<file path="src/sv/lcfs_pkg.sv">
package lcfs_pkg;

  localparam int unsigned TIME_W = 48;
  localparam int unsigned SIZE_W = 32;

  localparam logic CMD_ARRIVE   = 1'b0;
  localparam logic CMD_COMPLETE = 1'b1;

  typedef enum logic [1:0] {
    STATUS_OK    = 2'd0,
    STATUS_FULL  = 2'd1,
    STATUS_EMPTY = 2'd2
  } lcfs_status_e;

  typedef enum logic [2:0] {
    ST_IDLE,
    ST_DECODE,
    ST_CHARGE,
    ST_PUSH,
    ST_LOAD,
    ST_EMIT
  } lcfs_state_e;

  typedef struct packed {
    logic capture;
    logic calc_elapsed;
    logic charge;
    logic push;
    logic pop;
    logic load_top;
    logic set_full;
    logic set_empty;
    logic emit;
  } lcfs_ctl_t;

  typedef struct packed {
    logic is_complete;
    logic stack_empty;
    logic stack_full;
    logic one_left;
    logic out_free;
  } lcfs_sts_t;

  function automatic logic [TIME_W-1:0] sat_finish(logic [TIME_W-1:0] t,
                                                   logic [SIZE_W-1:0] len);
    logic [TIME_W:0] sum;
    sum = {1'b0, t} + {{(TIME_W + 1 - SIZE_W){1'b0}}, len};
    return sum[TIME_W] ? '1 : sum[TIME_W-1:0];
  endfunction

endpackage

</file>
<file path="src/sv/lcfs_ram.sv">
module lcfs_ram #(
  parameter int unsigned WIDTH = 48,
  parameter int unsigned DEPTH = 64,
  localparam int unsigned AW = (DEPTH > 1) ? $clog2(DEPTH) : 1
) (
  input  logic             clk_i,
  input  logic             we_i,
  input  logic [AW-1:0]    waddr_i,
  input  logic [WIDTH-1:0] wdata_i,
  input  logic             re_i,
  input  logic [AW-1:0]    raddr_i,
  output logic [WIDTH-1:0] rdata_o
);

  logic [WIDTH-1:0] mem_q [DEPTH];
  logic [WIDTH-1:0] rdata_q;

  always_ff @(posedge clk_i) begin
    if (we_i) begin
      mem_q[waddr_i] <= wdata_i;
    end
    if (re_i) begin
      rdata_q <= mem_q[raddr_i];
    end
  end

  assign rdata_o = rdata_q;

endmodule

</file>
<file path="src/sv/lcfs_ctrl.sv">
module lcfs_ctrl (
  input  logic              clk_i,
  input  logic              rst_ni,
  input  logic              s_tvalid_i,
  output logic              s_tready_o,
  input  lcfs_pkg::lcfs_sts_t sts_i,
  output lcfs_pkg::lcfs_ctl_t ctl_o
);
  import lcfs_pkg::*;

  lcfs_state_e state_q, state_d;

  always_ff @(posedge clk_i or negedge rst_ni) begin
    if (!rst_ni) begin
      state_q <= ST_IDLE;
    end else begin
      state_q <= state_d;
    end
  end

  always_comb begin
    state_d = state_q;
    case (state_q)
      ST_IDLE: begin
        if (s_tvalid_i) state_d = ST_DECODE;
      end
      ST_DECODE: begin
        if (!sts_i.is_complete) begin
          if (sts_i.stack_full) state_d = ST_EMIT;
          else if (sts_i.stack_empty) state_d = ST_PUSH;
          else state_d = ST_CHARGE;
        end else begin
          if (sts_i.stack_empty || sts_i.one_left) state_d = ST_EMIT;
          else state_d = ST_LOAD;
        end
      end
      ST_CHARGE: state_d = ST_PUSH;
      ST_PUSH:   state_d = ST_EMIT;
      ST_LOAD:   state_d = ST_EMIT;
      ST_EMIT: begin
        if (sts_i.out_free) state_d = ST_IDLE;
      end
      default:   state_d = ST_IDLE;
    endcase
  end

  always_comb begin
    ctl_o      = '0;
    s_tready_o = 1'b0;
    case (state_q)
      ST_IDLE: begin
        s_tready_o    = 1'b1;
        ctl_o.capture = s_tvalid_i;
      end
      ST_DECODE: begin
        if (!sts_i.is_complete) begin
          ctl_o.set_full     = sts_i.stack_full;
          ctl_o.calc_elapsed = !sts_i.stack_full && !sts_i.stack_empty;
        end else begin
          ctl_o.set_empty = sts_i.stack_empty;
          ctl_o.pop       = !sts_i.stack_empty;
        end
      end
      ST_CHARGE: ctl_o.charge   = 1'b1;
      ST_PUSH:   ctl_o.push     = 1'b1;
      ST_LOAD:   ctl_o.load_top = 1'b1;
      ST_EMIT:   ctl_o.emit     = sts_i.out_free;
      default: begin
        ctl_o      = '0;
        s_tready_o = 1'b0;
      end
    endcase
  end

`ifndef SYNTHESIS
  a_load_after_decode: assert property (@(posedge clk_i) disable iff (!rst_ni)
    state_q == ST_LOAD |-> $past(state_q) == ST_DECODE)
    else $error("restart load not preceded by decode");

  a_charge_then_push: assert property (@(posedge clk_i) disable iff (!rst_ni)
    ctl_o.charge |=> ctl_o.push)
    else $error("preempted job charged without a push");

  a_one_action: assert property (@(posedge clk_i) disable iff (!rst_ni)
    $countones({ctl_o.charge, ctl_o.push, ctl_o.pop, ctl_o.load_top}) <= 1)
    else $error("more than one stack action in a cycle");
`endif

endmodule

</file>
<file path="src/sv/lcfs_dpath.sv">
module lcfs_dpath #(
  parameter int unsigned STACK_DEPTH = 64,
  parameter int unsigned ID_BITS = 16,
  localparam int unsigned InRaw = lcfs_pkg::TIME_W + ID_BITS + lcfs_pkg::SIZE_W,
  localparam int unsigned InW = ((InRaw + 7) / 8) * 8,
  localparam int unsigned OutRaw = 5 + 2 * ID_BITS + lcfs_pkg::TIME_W,
  localparam int unsigned OutW = ((OutRaw + 7) / 8) * 8
) (
  input  logic              clk_i,
  input  logic              rst_ni,
  input  logic [InW-1:0]    s_tdata_i,
  input  logic              s_tuser_i,
  output logic              m_tvalid_o,
  input  logic              m_tready_i,
  output logic [OutW-1:0]   m_tdata_o,
  input  lcfs_pkg::lcfs_ctl_t ctl_i,
  output lcfs_pkg::lcfs_sts_t sts_o
);
  import lcfs_pkg::*;

  localparam int unsigned CntW = $clog2(STACK_DEPTH + 1);
  localparam int unsigned AW   = $clog2(STACK_DEPTH);
  localparam int unsigned MemW = ID_BITS + SIZE_W;

  logic                in_cmd_q;
  logic [TIME_W-1:0]   in_time_q;
  logic [ID_BITS-1:0]  in_id_q;
  logic [SIZE_W-1:0]   in_size_q;

  logic [CntW-1:0]     count_q, count_d;
  logic [TIME_W-1:0]   start_time_q, start_time_d;
  logic [ID_BITS-1:0]  top_id_q, top_id_d;
  logic [SIZE_W-1:0]   top_rem_q, top_rem_d;
  logic [TIME_W-1:0]   elapsed_q;

  logic                res_cancel_q;
  logic                res_done_v_q;
  logic [ID_BITS-1:0]  res_done_id_q;
  logic                res_start_v_q;
  logic [ID_BITS-1:0]  res_start_id_q;
  logic [TIME_W-1:0]   res_finish_q;
  lcfs_status_e        res_status_q;

  logic                out_valid_q;
  logic [OutW-1:0]     out_data_q;
  logic [OutRaw-1:0]   out_raw;

  logic [CntW-1:0]     cnt_m1, cnt_m2;
  logic [SIZE_W-1:0]   charged;
  logic [MemW-1:0]     ram_rdata;
  logic [ID_BITS-1:0]  ram_id;
  logic [SIZE_W-1:0]   ram_rem;

  assign cnt_m1  = count_q - CntW'(1);
  assign cnt_m2  = count_q - CntW'(2);
  assign ram_id  = ram_rdata[SIZE_W +: ID_BITS];
  assign ram_rem = ram_rdata[SIZE_W-1:0];
  assign charged = ((elapsed_q[TIME_W-1:SIZE_W] != '0) ||
                    (elapsed_q[SIZE_W-1:0] >= top_rem_q)) ? '0 :
                   top_rem_q - elapsed_q[SIZE_W-1:0];

  lcfs_ram #(
    .WIDTH(MemW),
    .DEPTH(STACK_DEPTH)
  ) u_stack (
    .clk_i  (clk_i),
    .we_i   (ctl_i.charge),
    .waddr_i(cnt_m1[AW-1:0]),
    .wdata_i({top_id_q, charged}),
    .re_i   (ctl_i.pop),
    .raddr_i(cnt_m2[AW-1:0]),
    .rdata_o(ram_rdata)
  );

  always_comb begin
    count_d      = count_q;
    start_time_d = start_time_q;
    top_id_d     = top_id_q;
    top_rem_d    = top_rem_q;
    if (ctl_i.push) begin
      count_d      = count_q + CntW'(1);
      start_time_d = in_time_q;
      top_id_d     = in_id_q;
      top_rem_d    = in_size_q;
    end else if (ctl_i.pop) begin
      count_d = cnt_m1;
    end else if (ctl_i.load_top) begin
      start_time_d = in_time_q;
      top_id_d     = ram_id;
      top_rem_d    = ram_rem;
    end
  end

  always_ff @(posedge clk_i or negedge rst_ni) begin
    if (!rst_ni) begin
      count_q      <= '0;
      start_time_q <= '0;
      out_valid_q  <= 1'b0;
    end else begin
      count_q      <= count_d;
      start_time_q <= start_time_d;
      if (ctl_i.emit) begin
        out_valid_q <= 1'b1;
      end else if (m_tready_i) begin
        out_valid_q <= 1'b0;
      end
    end
  end

  always_ff @(posedge clk_i) begin
    top_id_q  <= top_id_d;
    top_rem_q <= top_rem_d;
    if (ctl_i.capture) begin
      in_cmd_q       <= s_tuser_i;
      in_time_q      <= s_tdata_i[TIME_W-1:0];
      in_id_q        <= s_tdata_i[TIME_W +: ID_BITS];
      in_size_q      <= s_tdata_i[TIME_W + ID_BITS +: SIZE_W];
      res_cancel_q   <= 1'b0;
      res_done_v_q   <= 1'b0;
      res_done_id_q  <= '0;
      res_start_v_q  <= 1'b0;
      res_start_id_q <= '0;
      res_finish_q   <= '0;
      res_status_q   <= STATUS_OK;
    end
    if (ctl_i.calc_elapsed) begin
      elapsed_q <= (in_time_q >= start_time_q) ? in_time_q - start_time_q : '0;
    end
    if (ctl_i.charge) begin
      res_cancel_q <= 1'b1;
    end
    if (ctl_i.push) begin
      res_start_v_q  <= 1'b1;
      res_start_id_q <= in_id_q;
      res_finish_q   <= sat_finish(in_time_q, in_size_q);
    end
    if (ctl_i.pop) begin
      res_done_v_q  <= 1'b1;
      res_done_id_q <= top_id_q;
    end
    if (ctl_i.load_top) begin
      res_start_v_q  <= 1'b1;
      res_start_id_q <= ram_id;
      res_finish_q   <= sat_finish(in_time_q, ram_rem);
    end
    if (ctl_i.set_full) begin
      res_status_q <= STATUS_FULL;
    end
    if (ctl_i.set_empty) begin
      res_status_q <= STATUS_EMPTY;
    end
    if (ctl_i.emit) begin
      out_data_q <= OutW'(out_raw);
    end
  end

  assign out_raw = {res_status_q, res_finish_q, res_start_id_q, res_start_v_q,
                    res_done_id_q, res_done_v_q, res_cancel_q};

  assign sts_o.is_complete = (in_cmd_q == CMD_COMPLETE);
  assign sts_o.stack_empty = (count_q == '0);
  assign sts_o.stack_full  = (count_q == CntW'(STACK_DEPTH));
  assign sts_o.one_left    = (count_q == CntW'(1));
  assign sts_o.out_free    = !out_valid_q || m_tready_i;

  assign m_tvalid_o = out_valid_q;
  assign m_tdata_o  = out_data_q;

`ifndef SYNTHESIS
  a_count_bound: assert property (@(posedge clk_i) disable iff (!rst_ni)
    count_q <= CntW'(STACK_DEPTH))
    else $error("stack count beyond depth");

  a_push_grows: assert property (@(posedge clk_i) disable iff (!rst_ni)
    ctl_i.push |=> count_q == $past(count_q) + CntW'(1))
    else $error("push did not grow the stack by one");

  a_no_overwrite: assert property (@(posedge clk_i) disable iff (!rst_ni)
    ctl_i.emit |-> (!out_valid_q || m_tready_i))
    else $error("pending result overwritten");

  a_pop_nonempty: assert property (@(posedge clk_i) disable iff (!rst_ni)
    ctl_i.pop |-> count_q != '0)
    else $error("pop from an empty stack");
`endif

endmodule

</file>
<file path="src/sv/preemptive_lcfs_job_scheduler.sv">
// Channel   Dir  Signals                       Contents
// s_axis    in   tvalid/tready/tdata/tuser     one event word per handshake
// m_axis    out  tvalid/tready/tdata           one result word per event word
//
// An input word is taken only while the controller is idle; the result goes to
// an output register, so the next word is accepted while a result still waits.
// After decode, a refused arrival or a completion that leaves or finds the stack
// empty goes straight to emit; an arrival on an empty stack passes the push,
// a completion with a restart the load of the new top from the registered read,
// and an arrival that preempts the charge write and then the push; its result
// becomes valid in the cycle in which the next word can be taken.
// A stalled m_axis_tready_i holds the next result in its last state, and with
// it every acceptance after that one.
// Reset clears the stack count and start time at once; the RAM is not cleared.
module preemptive_lcfs_job_scheduler #(
  parameter int unsigned STACK_DEPTH = 64,
  parameter int unsigned ID_BITS = 16,
  localparam int unsigned InRaw = 48 + ID_BITS + 32,
  localparam int unsigned InW = ((InRaw + 7) / 8) * 8,
  localparam int unsigned OutRaw = 5 + 2 * ID_BITS + 48,
  localparam int unsigned OutW = ((OutRaw + 7) / 8) * 8
) (
  input  logic            clk_i,
  input  logic            rst_ni,
  input  logic            s_axis_tvalid_i,
  output logic            s_axis_tready_o,
  // current_time, job_id, job_size, zero fill
  input  logic [InW-1:0]  s_axis_tdata_i,
  // command
  input  logic            s_axis_tuser_i,
  output logic            m_axis_tvalid_o,
  input  logic            m_axis_tready_i,
  // cancel_previous, done_valid, done_id, start_valid, start_id, finish_time,
  // status, zero fill
  output logic [OutW-1:0] m_axis_tdata_o
);
  import lcfs_pkg::*;

  lcfs_ctl_t ctl;
  lcfs_sts_t sts;

  lcfs_ctrl u_ctrl (
    .clk_i     (clk_i),
    .rst_ni    (rst_ni),
    .s_tvalid_i(s_axis_tvalid_i),
    .s_tready_o(s_axis_tready_o),
    .sts_i     (sts),
    .ctl_o     (ctl)
  );

  lcfs_dpath #(
    .STACK_DEPTH(STACK_DEPTH),
    .ID_BITS    (ID_BITS)
  ) u_dpath (
    .clk_i     (clk_i),
    .rst_ni    (rst_ni),
    .s_tdata_i (s_axis_tdata_i),
    .s_tuser_i (s_axis_tuser_i),
    .m_tvalid_o(m_axis_tvalid_o),
    .m_tready_i(m_axis_tready_i),
    .m_tdata_o (m_axis_tdata_o),
    .ctl_i     (ctl),
    .sts_o     (sts)
  );

endmodule

</file>
<file path="config.mk">
export PLATFORM = sky130hd
export DESIGN_NAME = preemptive_lcfs_job_scheduler
export DESIGN_NICKNAME = d
export VERILOG_FILES = /design/src/sv/lcfs_pkg.sv /design/src/sv/lcfs_ram.sv /design/src/sv/lcfs_ctrl.sv /design/src/sv/lcfs_dpath.sv /design/src/sv/preemptive_lcfs_job_scheduler.sv
export SDC_FILE = /design/constraint.sdc
export NUM_CORES = 2
export LEC_CHECK = 0
export BUFFER_PORTS_ARGS = -buffer_cell sky130_fd_sc_hd__clkbuf_2
export CAP_MARGIN = 25
export CORE_ASPECT_RATIO = 0.6
export CORE_MARGIN = 2
export CORE_UTILIZATION = 45
export CTS_BUF_LIST = sky130_fd_sc_hd__clkbuf_2
export DETAILED_ROUTE_END_ITERATION = 7
export MAX_ROUTING_LAYER = met4
export PLACE_DENSITY = 0.72
export SLEW_MARGIN = 20
export SYNTH_ARGS = -nofsm -noshare
export SYNTH_HDL_FRONTEND = slang
export SYNTH_SLANG_ARGS = --single-unit
</file>
<file path="constraint.sdc">
create_clock -name clk_i -period 7.4 [get_ports clk_i]
set_clock_uncertainty 0.15 [all_clocks]
set_input_delay 1.11 -clock clk_i [delete_from_list [all_inputs] [get_ports clk_i]]
set_output_delay 1.11 -clock clk_i [all_outputs]
set_load 0.05 [all_outputs]
</file>
---- Yosys cells after proc, flatten, opt, wreduce, memory -nomap -nowiden ----
Memory sizes are Yosys's and may differ from the RTL's. A register that Yosys moved wholly into a read port is not among the register bits.
Cells that the tools add are included.
cells by class
  bitwise operators ....................... 0
  reduce and logical (&&, ||, !) cells .... 20
  shift-type cells ........................ 0
  mux-type cells .......................... 47
  add/sub/neg operators ................... 7
  multiply operators ...................... 0
  $lt $le $gt $ge ......................... 2
  divide/modulo/power cells ............... 0
  eq/ne operators ......................... 10
operators with widths
  kind                                                                number
  48-bit 2-to-1 mux                                                   8
  32-bit 2-to-1 mux                                                   4
  16-bit 2-to-1 mux                                                   7
  48-bit by 32-bit adder with 49-bit output                           2
  48-bit greater-or-equal comparator                                  1
  48-bit subtractor                                                   1
  32-bit greater-or-equal comparator                                  1
  32-bit subtractor                                                   1
  1-bit 2-to-1 mux                                                    18
  16-bit nonzero test                                                 1
  3-bit one-hot mux with 5 select lines                               1
  7-bit 2-to-1 mux                                                    2
  3-bit 2-to-1 mux                                                    4
  2-bit nonzero test                                                  5
  7-bit by 1-bit adder with 7-bit output, second input constant       1
  7-bit by 1-bit == test with 1-bit output, second input constant     1
  7-bit == test, second input constant                                1
  7-bit logical NOT                                                   1
  7-bit by 1-bit subtractor with 7-bit output, second input constant  1
  3-bit by 2-bit == test with 1-bit output, second input constant     2
  3-bit == test, second input constant                                2
  2-bit 2-to-1 mux                                                    3
  6-bit by 2-bit subtractor with 6-bit output, second input constant  1
  2-bit != test, second input constant                                2
  other kinds (9)                                                     15
word-level totals
  output and inout bits ................... 90
  bits in latches ......................... 0
  memories kept ........................... 1
  memory bits (read-only) ................. 0
  logic and storage cells ................. 106
  memory bits (writable) .................. 3,072
  register bits after elaboration ......... 422
memory list
  memory                 words  bits a word  read ports  clocked after Yosys merged registers in  wr ports  RTL line        text
  u_dpath.u_stack.mem_q  64     48           1           1                                        1         lcfs_ram.sv:15  logic [WIDTH-1:0] mem_q [DEPTH];

---- Longest topological paths before layout ----
  depth in word-level cells ............... 6
  gate-level depth with buffers ........... 15
  mapped depth without buffers ............ 14

---- By module ----
A second synthesis with hierarchy kept.
unflattened totals
  cells, all modules ...................... 7,154
  area total of the unflattened synthesis .. 141,528.2 µm²
modules (own cells, without submodules)
  module      area each (µm²)  times used  sequential area each (µm²)  cells each
  lcfs_ram    117,597.8        1           93,689.9                    4,970
  lcfs_dpath  23,669.0         1           12,251.8                    2,151
  lcfs_ctrl   261.5            1           75.1                        33

---- Worst setup path after synthesis ----
No wires, ideal clock.
  path type ............................... register -> register
  start point ............................. register u_dpath.count_q[1]
  end point ............................... register u_dpath.elapsed_q[0] (enable)
  period minus slack after synthesis ...... 6.070 ns
  buffers on the path ..................... 5
  arrival time ............................ 5.407 ns
  setup time .............................. 0.513 ns
  cell stages (with the launch flop) ...... 11
  data required time ...................... 6.737 ns
  slack ................................... 1.330 ns
  path through ............................ dfrtp_1 -> buf_2 -> clkbuf_1 -> clkbuf_1 -> buf_2 -> buf_2 -> inv_1 -> ha_1 -> nand2_1 -> nor3_1 -> nor3_1
RTL lines
  what                      RTL line           text
  start: declaration        lcfs_dpath.sv:30   logic [CntW-1:0] count_q, count_d;
  start signal: assignment  lcfs_dpath.sv:100  count_q <= count_d;
  end signal: assignment    lcfs_dpath.sv:127  elapsed_q <= (in_time_q >= start_time_q) ? in_time_q - start_time_q : '0;
  end: declaration          lcfs_dpath.sv:34   logic [TIME_W-1:0] elapsed_q;

---- Worst setup path in the final report ----
  start point ............................. register u_dpath.top_rem_q[0]
  end point ............................... memory u_dpath.u_stack.mem_q[59][24] (data pin)
between the ends
  cells in the longest elaborated chain, start to end .. 3
RTL lines
  what                                RTL line           text
  start: declaration                  lcfs_dpath.sv:33   logic [SIZE_W-1:0] top_rem_q, top_rem_d;
  start signal: assignment            lcfs_dpath.sv:112  top_rem_q <= top_rem_d;
  32-bit greater-or-equal comparator  lcfs_dpath.sv:59   (elapsed_q[SIZE_W-1:0] >= top_rem_q)) ? '0 :
  1-bit logical OR                    lcfs_dpath.sv:58   assign charged = ((elapsed_q[TIME_W-1:SIZE_W] != '0) ||
  32-bit 2-to-1 mux *                 lcfs_dpath.sv:59
  via u_dpath.charged[24]             lcfs_dpath.sv:49   logic [SIZE_W-1:0] charged;
  end: declaration                    lcfs_ram.sv:15
Mark *: on every way through the listed nets, which the timed path passes. The rest lies on a longest branch.

==> results.md <==
- Number of antenna violations at the first check in global routing: 22
- Worst slew margin: 0.2554
- Horizontal die dimension: 728.8 µm
- Multi-input gate area: 34870 µm²
- Endpoints failing hold: 0
- Final estimated routing congestion in global placement: 0.9347
- Maximum resistive drop on vdd: 0.0005079 V
- Clk_lat worst skew: 1.89 ns
- Transition time at the pin with the least slew margin: 1.113 ns
- Primary FF master, synth: sky130_fd_sc_hd__edfxtp_1
- Post-Syn Instances: 6839
- Hold bufs inserted after CTS: 201
- Avg WL per Cell: 32.99 µm
- Clock tree from TritonCTS: built
- CP Class: reg2reg
- Number of buffers created by CTS: 715
- Most frequent standard cell in the layout excluding fill and tap cells: sky130_fd_sc_hd__edfxtp_1
- Count of placed standard cells including taps: 11110
- Resized Gates After CTS: 0
- Reported leakage power: 54.90 nW
- Root Driver: sky130_fd_sc_hd__clkbuf_2
- FF/Latch Area: 106000 µm²
- First-pass GRT wire length: 573700 µm
- Clock net sink count: 3542
- Final period utilization: 0.7578
- DPL Wire Length: 233800 µm
- Number of DRC markers in iteration 0: 14720
- Library cells used by synthesis: 98
- Largest buffer count on any clock path: 4
- Combined global-route utilization of all metal layers: 0.2619
- Critical Path Fanout Max: 64
- Overall routed net length: 413900 µm
- Number of placement rows: 159
- Required time of the critical path: 8.75 ns
- Number of setup buffers added after CTS: 0
- Max-slew violation count: 0
- First drt pass iteration count: 6
- Async set-or-reset flop fraction in the synthesized netlist: 0.01666
- Final Util: 0.5073
- Met3 GRT Util: 0.09154
- Met2 track demand over resource: 0.3416
- Seq/Total Area, Yosys: 0.7474
- Max-cap viol count: 0
- Vert. Die Dim: 438.9 µm
- RSZ-0062 raised after global routing: false
- DIE AREA: 319900 µm²
- Initial Utilization: 0.4527
- Aggregate global routing overflow: 0
- Number of top-level pins: 191
- Via density: 6.349
- NumNets Final: 8129
- Syn. warnings: 0
- Status: finished, final reports clean
- Critical path startpoint category: flip-flop
- Post-synthesis area per instance: 20.74 µm²
- Class of the worst hold path: reg2reg
- Power density over the cells: 356.6 nW/µm²
- Cell area after layout: 159000 µm²
- Pin count of the biggest net entering global routing: 140
- Fraction of final layout cells sized beyond drive strength 1: 0.3206
- Final number of setup-violating endpoints: 0
- Post-place instance area: 150100 µm²
- Arrival time at the worst endpoint: 6.96 ns
- Number of non-filler instances in the completed layout: 12540
- TNS Setup: 0 ns
- Number of fill cells: 24490
- Buffers added on ports: 187
- Highest-count cells in the layout ignoring fill and taps: sky130_fd_sc_hd__edfxtp_1 (3478), sky130_fd_sc_hd__clkbuf_2 (1217), sky130_fd_sc_hd__mux4_2 (991)
- H-tree lvl count: 6
- Flip-flop and latch count after synthesis: 3542
- Main area contributors after synthesis: sky130_fd_sc_hd__edfxtp_1 (74%), sky130_fd_sc_hd__mux4_2 (16%), sky130_fd_sc_hd__ha_1 (1.3%), sky130_fd_sc_hd__dfrtp_1 (1.0%), sky130_fd_sc_hd__nand2_1 (1.0%)
- Drc violations: 0
- Clock-pin slew of the registers on the worst-case setup and hold paths: 0.17 ns
- Critical path endpoint category: flip-flop
- Core footprint: 313300 µm²
- Vias post-DR: 79640
- Synthesis-to-finish area growth: 12.07%
- Top-area cell type share of the netlist area: 0.7363
- M1 GR Usage: 0.3937
- GRT Max-Usage Layer: met1
- Number of flops mapped to enable cells by yosys: 3478
- Via count of the first global-routing pass: 75810
- Netlist Area Pre-Place: 141800 µm²
- Top cell type by total area after synthesis: sky130_fd_sc_hd__edfxtp_1
- Number of nets with antenna violations after detailed routing: 0
- Max Fclk: 178.3 MHz
- Time the worst path needs with I/O delays and setup: 5.608 ns
[report_power, final]
part	internal [W]	switching, W	leakage (nW)	total, W
registers	0.0243	0.000833	35.2	0.0251
logic	0.00741	0.0126	15.0	0.0200
clock network	0.00406	0.00750	4.71	0.0116
total	0.0358	0.0209	54.9	0.0567
[flip-flops by register name, summed over array words and instances, names as in the netlist, 32 cells and up]
register                 cells
u_dpath.elapsed_q           48
u_dpath.m_tdata_o           85
u_dpath.res_finish_q        48
u_dpath.in_size_q           32
u_dpath.u_stack.rdata_o     48
u_dpath.in_time_q           48
u_dpath.u_stack.mem_q     3072
u_dpath.start_time_q        48
u_dpath.top_rem_q           32
[worst paths after layout]
| check | from | to | slack, ns | cells after the start |
|---|---|---|---|---|
| min | u_dpath.res_finish_q[7]$_DFFE_PP_ | u_dpath.m_tdata_o[42]$_DFFE_PP_ | 0.23 | 0 |
| max | u_dpath.top_rem_q[0]$_DFFE_PP_ | u_dpath.u_stack.mem_q[59][24]$_DFFE_PP_ | 1.79 | 16 |
| max in group asynchronous | rst_ni | u_dpath.count_q[0]$_DFFE_PN0P_ | 6.35 | 4 |
| min in group asynchronous | rst_ni | u_dpath.start_time_q[13]$_DFFE_PN0P_ | 0.28 | 4 |
| min reg2reg | u_dpath.res_finish_q[7]$_DFFE_PP_ | u_dpath.m_tdata_o[42]$_DFFE_PP_ | 0.23 | 0 |
| max reg2reg | u_dpath.top_rem_q[0]$_DFFE_PP_ | u_dpath.u_stack.mem_q[59][24]$_DFFE_PP_ | 1.79 | 16 |
[cells in the mapped netlist (5+ instances only)]
cell and n:
sky130_fd_sc_hd__a211oi_1 35, sky130_fd_sc_hd__a21o_1 89, sky130_fd_sc_hd__a21oi_1 138, sky130_fd_sc_hd__a221o_1 5, sky130_fd_sc_hd__a22o_1 16, sky130_fd_sc_hd__a31oi_1 24
sky130_fd_sc_hd__a41oi_1 6, sky130_fd_sc_hd__and2_1 36, sky130_fd_sc_hd__and3_1 24, sky130_fd_sc_hd__and4_1 7, sky130_fd_sc_hd__buf_1 59, sky130_fd_sc_hd__buf_2 72
sky130_fd_sc_hd__clkbuf_1 182, sky130_fd_sc_hd__dfrtp_1 59, sky130_fd_sc_hd__dfxtp_1 5, sky130_fd_sc_hd__edfxtp_1 3478, sky130_fd_sc_hd__ha_1 150, sky130_fd_sc_hd__inv_1 124
sky130_fd_sc_hd__mux2i_1 11, sky130_fd_sc_hd__mux4_2 991, sky130_fd_sc_hd__nand2_1 380, sky130_fd_sc_hd__nand2b_1 19, sky130_fd_sc_hd__nand3_1 51, sky130_fd_sc_hd__nand4_1 33
sky130_fd_sc_hd__nor2_1 226, sky130_fd_sc_hd__nor2b_1 31, sky130_fd_sc_hd__nor3_1 37, sky130_fd_sc_hd__nor4_1 7, sky130_fd_sc_hd__o211ai_1 23, sky130_fd_sc_hd__o21a_1 18
sky130_fd_sc_hd__o21ai_0 194, sky130_fd_sc_hd__o21ai_1 11, sky130_fd_sc_hd__o21bai_1 22, sky130_fd_sc_hd__o31ai_1 13, sky130_fd_sc_hd__o32ai_1 5, sky130_fd_sc_hd__or2_2 8
sky130_fd_sc_hd__or3_1 6, sky130_fd_sc_hd__xnor2_1 88, sky130_fd_sc_hd__xor2_1 47
[cell type report]
type	count	share of cell area
Sequential cell	3542	0.6670
Antenna cell	18	0.0002834
Multi-Input combinational cell	2851	0.2194
Inverter	124	0.002952
Timing Repair Buffer	640	0.03893
Tap cell	4186	0.03295
Clock buffer	1031	0.03246
Clock inverter	152	0.006084
[critical path, stage by stage, from the launching register on]
cell and delay, ns:
sky130_fd_sc_hd__edfxtp_1 0.39, sky130_fd_sc_hd__inv_1 0.08, sky130_fd_sc_hd__ha_1 0.16, sky130_fd_sc_hd__inv_1 0.06, sky130_fd_sc_hd__fa_1 0.41, sky130_fd_sc_hd__a21o_1 0.18, sky130_fd_sc_hd__a21oi_1 0.30, sky130_fd_sc_hd__o21ai_0 0.15
sky130_fd_sc_hd__a31o_2 0.31, sky130_fd_sc_hd__a41oi_1 0.53, sky130_fd_sc_hd__a31oi_1 0.44, sky130_fd_sc_hd__a21oi_1 0.70, sky130_fd_sc_hd__o21a_1 0.22, sky130_fd_sc_hd__o211ai_1 0.09, sky130_fd_sc_hd__buf_4 0.18, sky130_fd_sc_hd__a21oi_4 0.36
sky130_fd_sc_hd__buf_4 0.54
[metal layers]
metal / share of wire / wire (µm)
met5: 0 / 0
met4: 0.024 / 10020
met3: 0.17 / 71000
met2: 0.41 / 171100
met1: 0.39 / 161700
[kinds of logic after synthesis]
group,share of synthesized area
buffers and inverters,0.01283
flip-flops,0.7474
other,0.00002644
XOR/XNOR,0.008336
multiplexers,0.1584
AO/OA/AOI/OAI,0.03093
adder cells (fa/ha/maj),0.01380
AND/OR/NAND/NOR,0.02828
[metrics by stage]
stage	setup slack (ns)	hold WS, ns	total power [W]
after global placement	1.889	0.2547	0.04483
after floorplan	1.330	0.2503	0.03852
after CTS	1.763	0.07187	0.05644
after detailed placement	1.833	0.2545	0.04506
after global routing	1.604	0.1858	0.05881
final	1.792	0.2305	0.05669
Power figures use the tool's default switching activity.
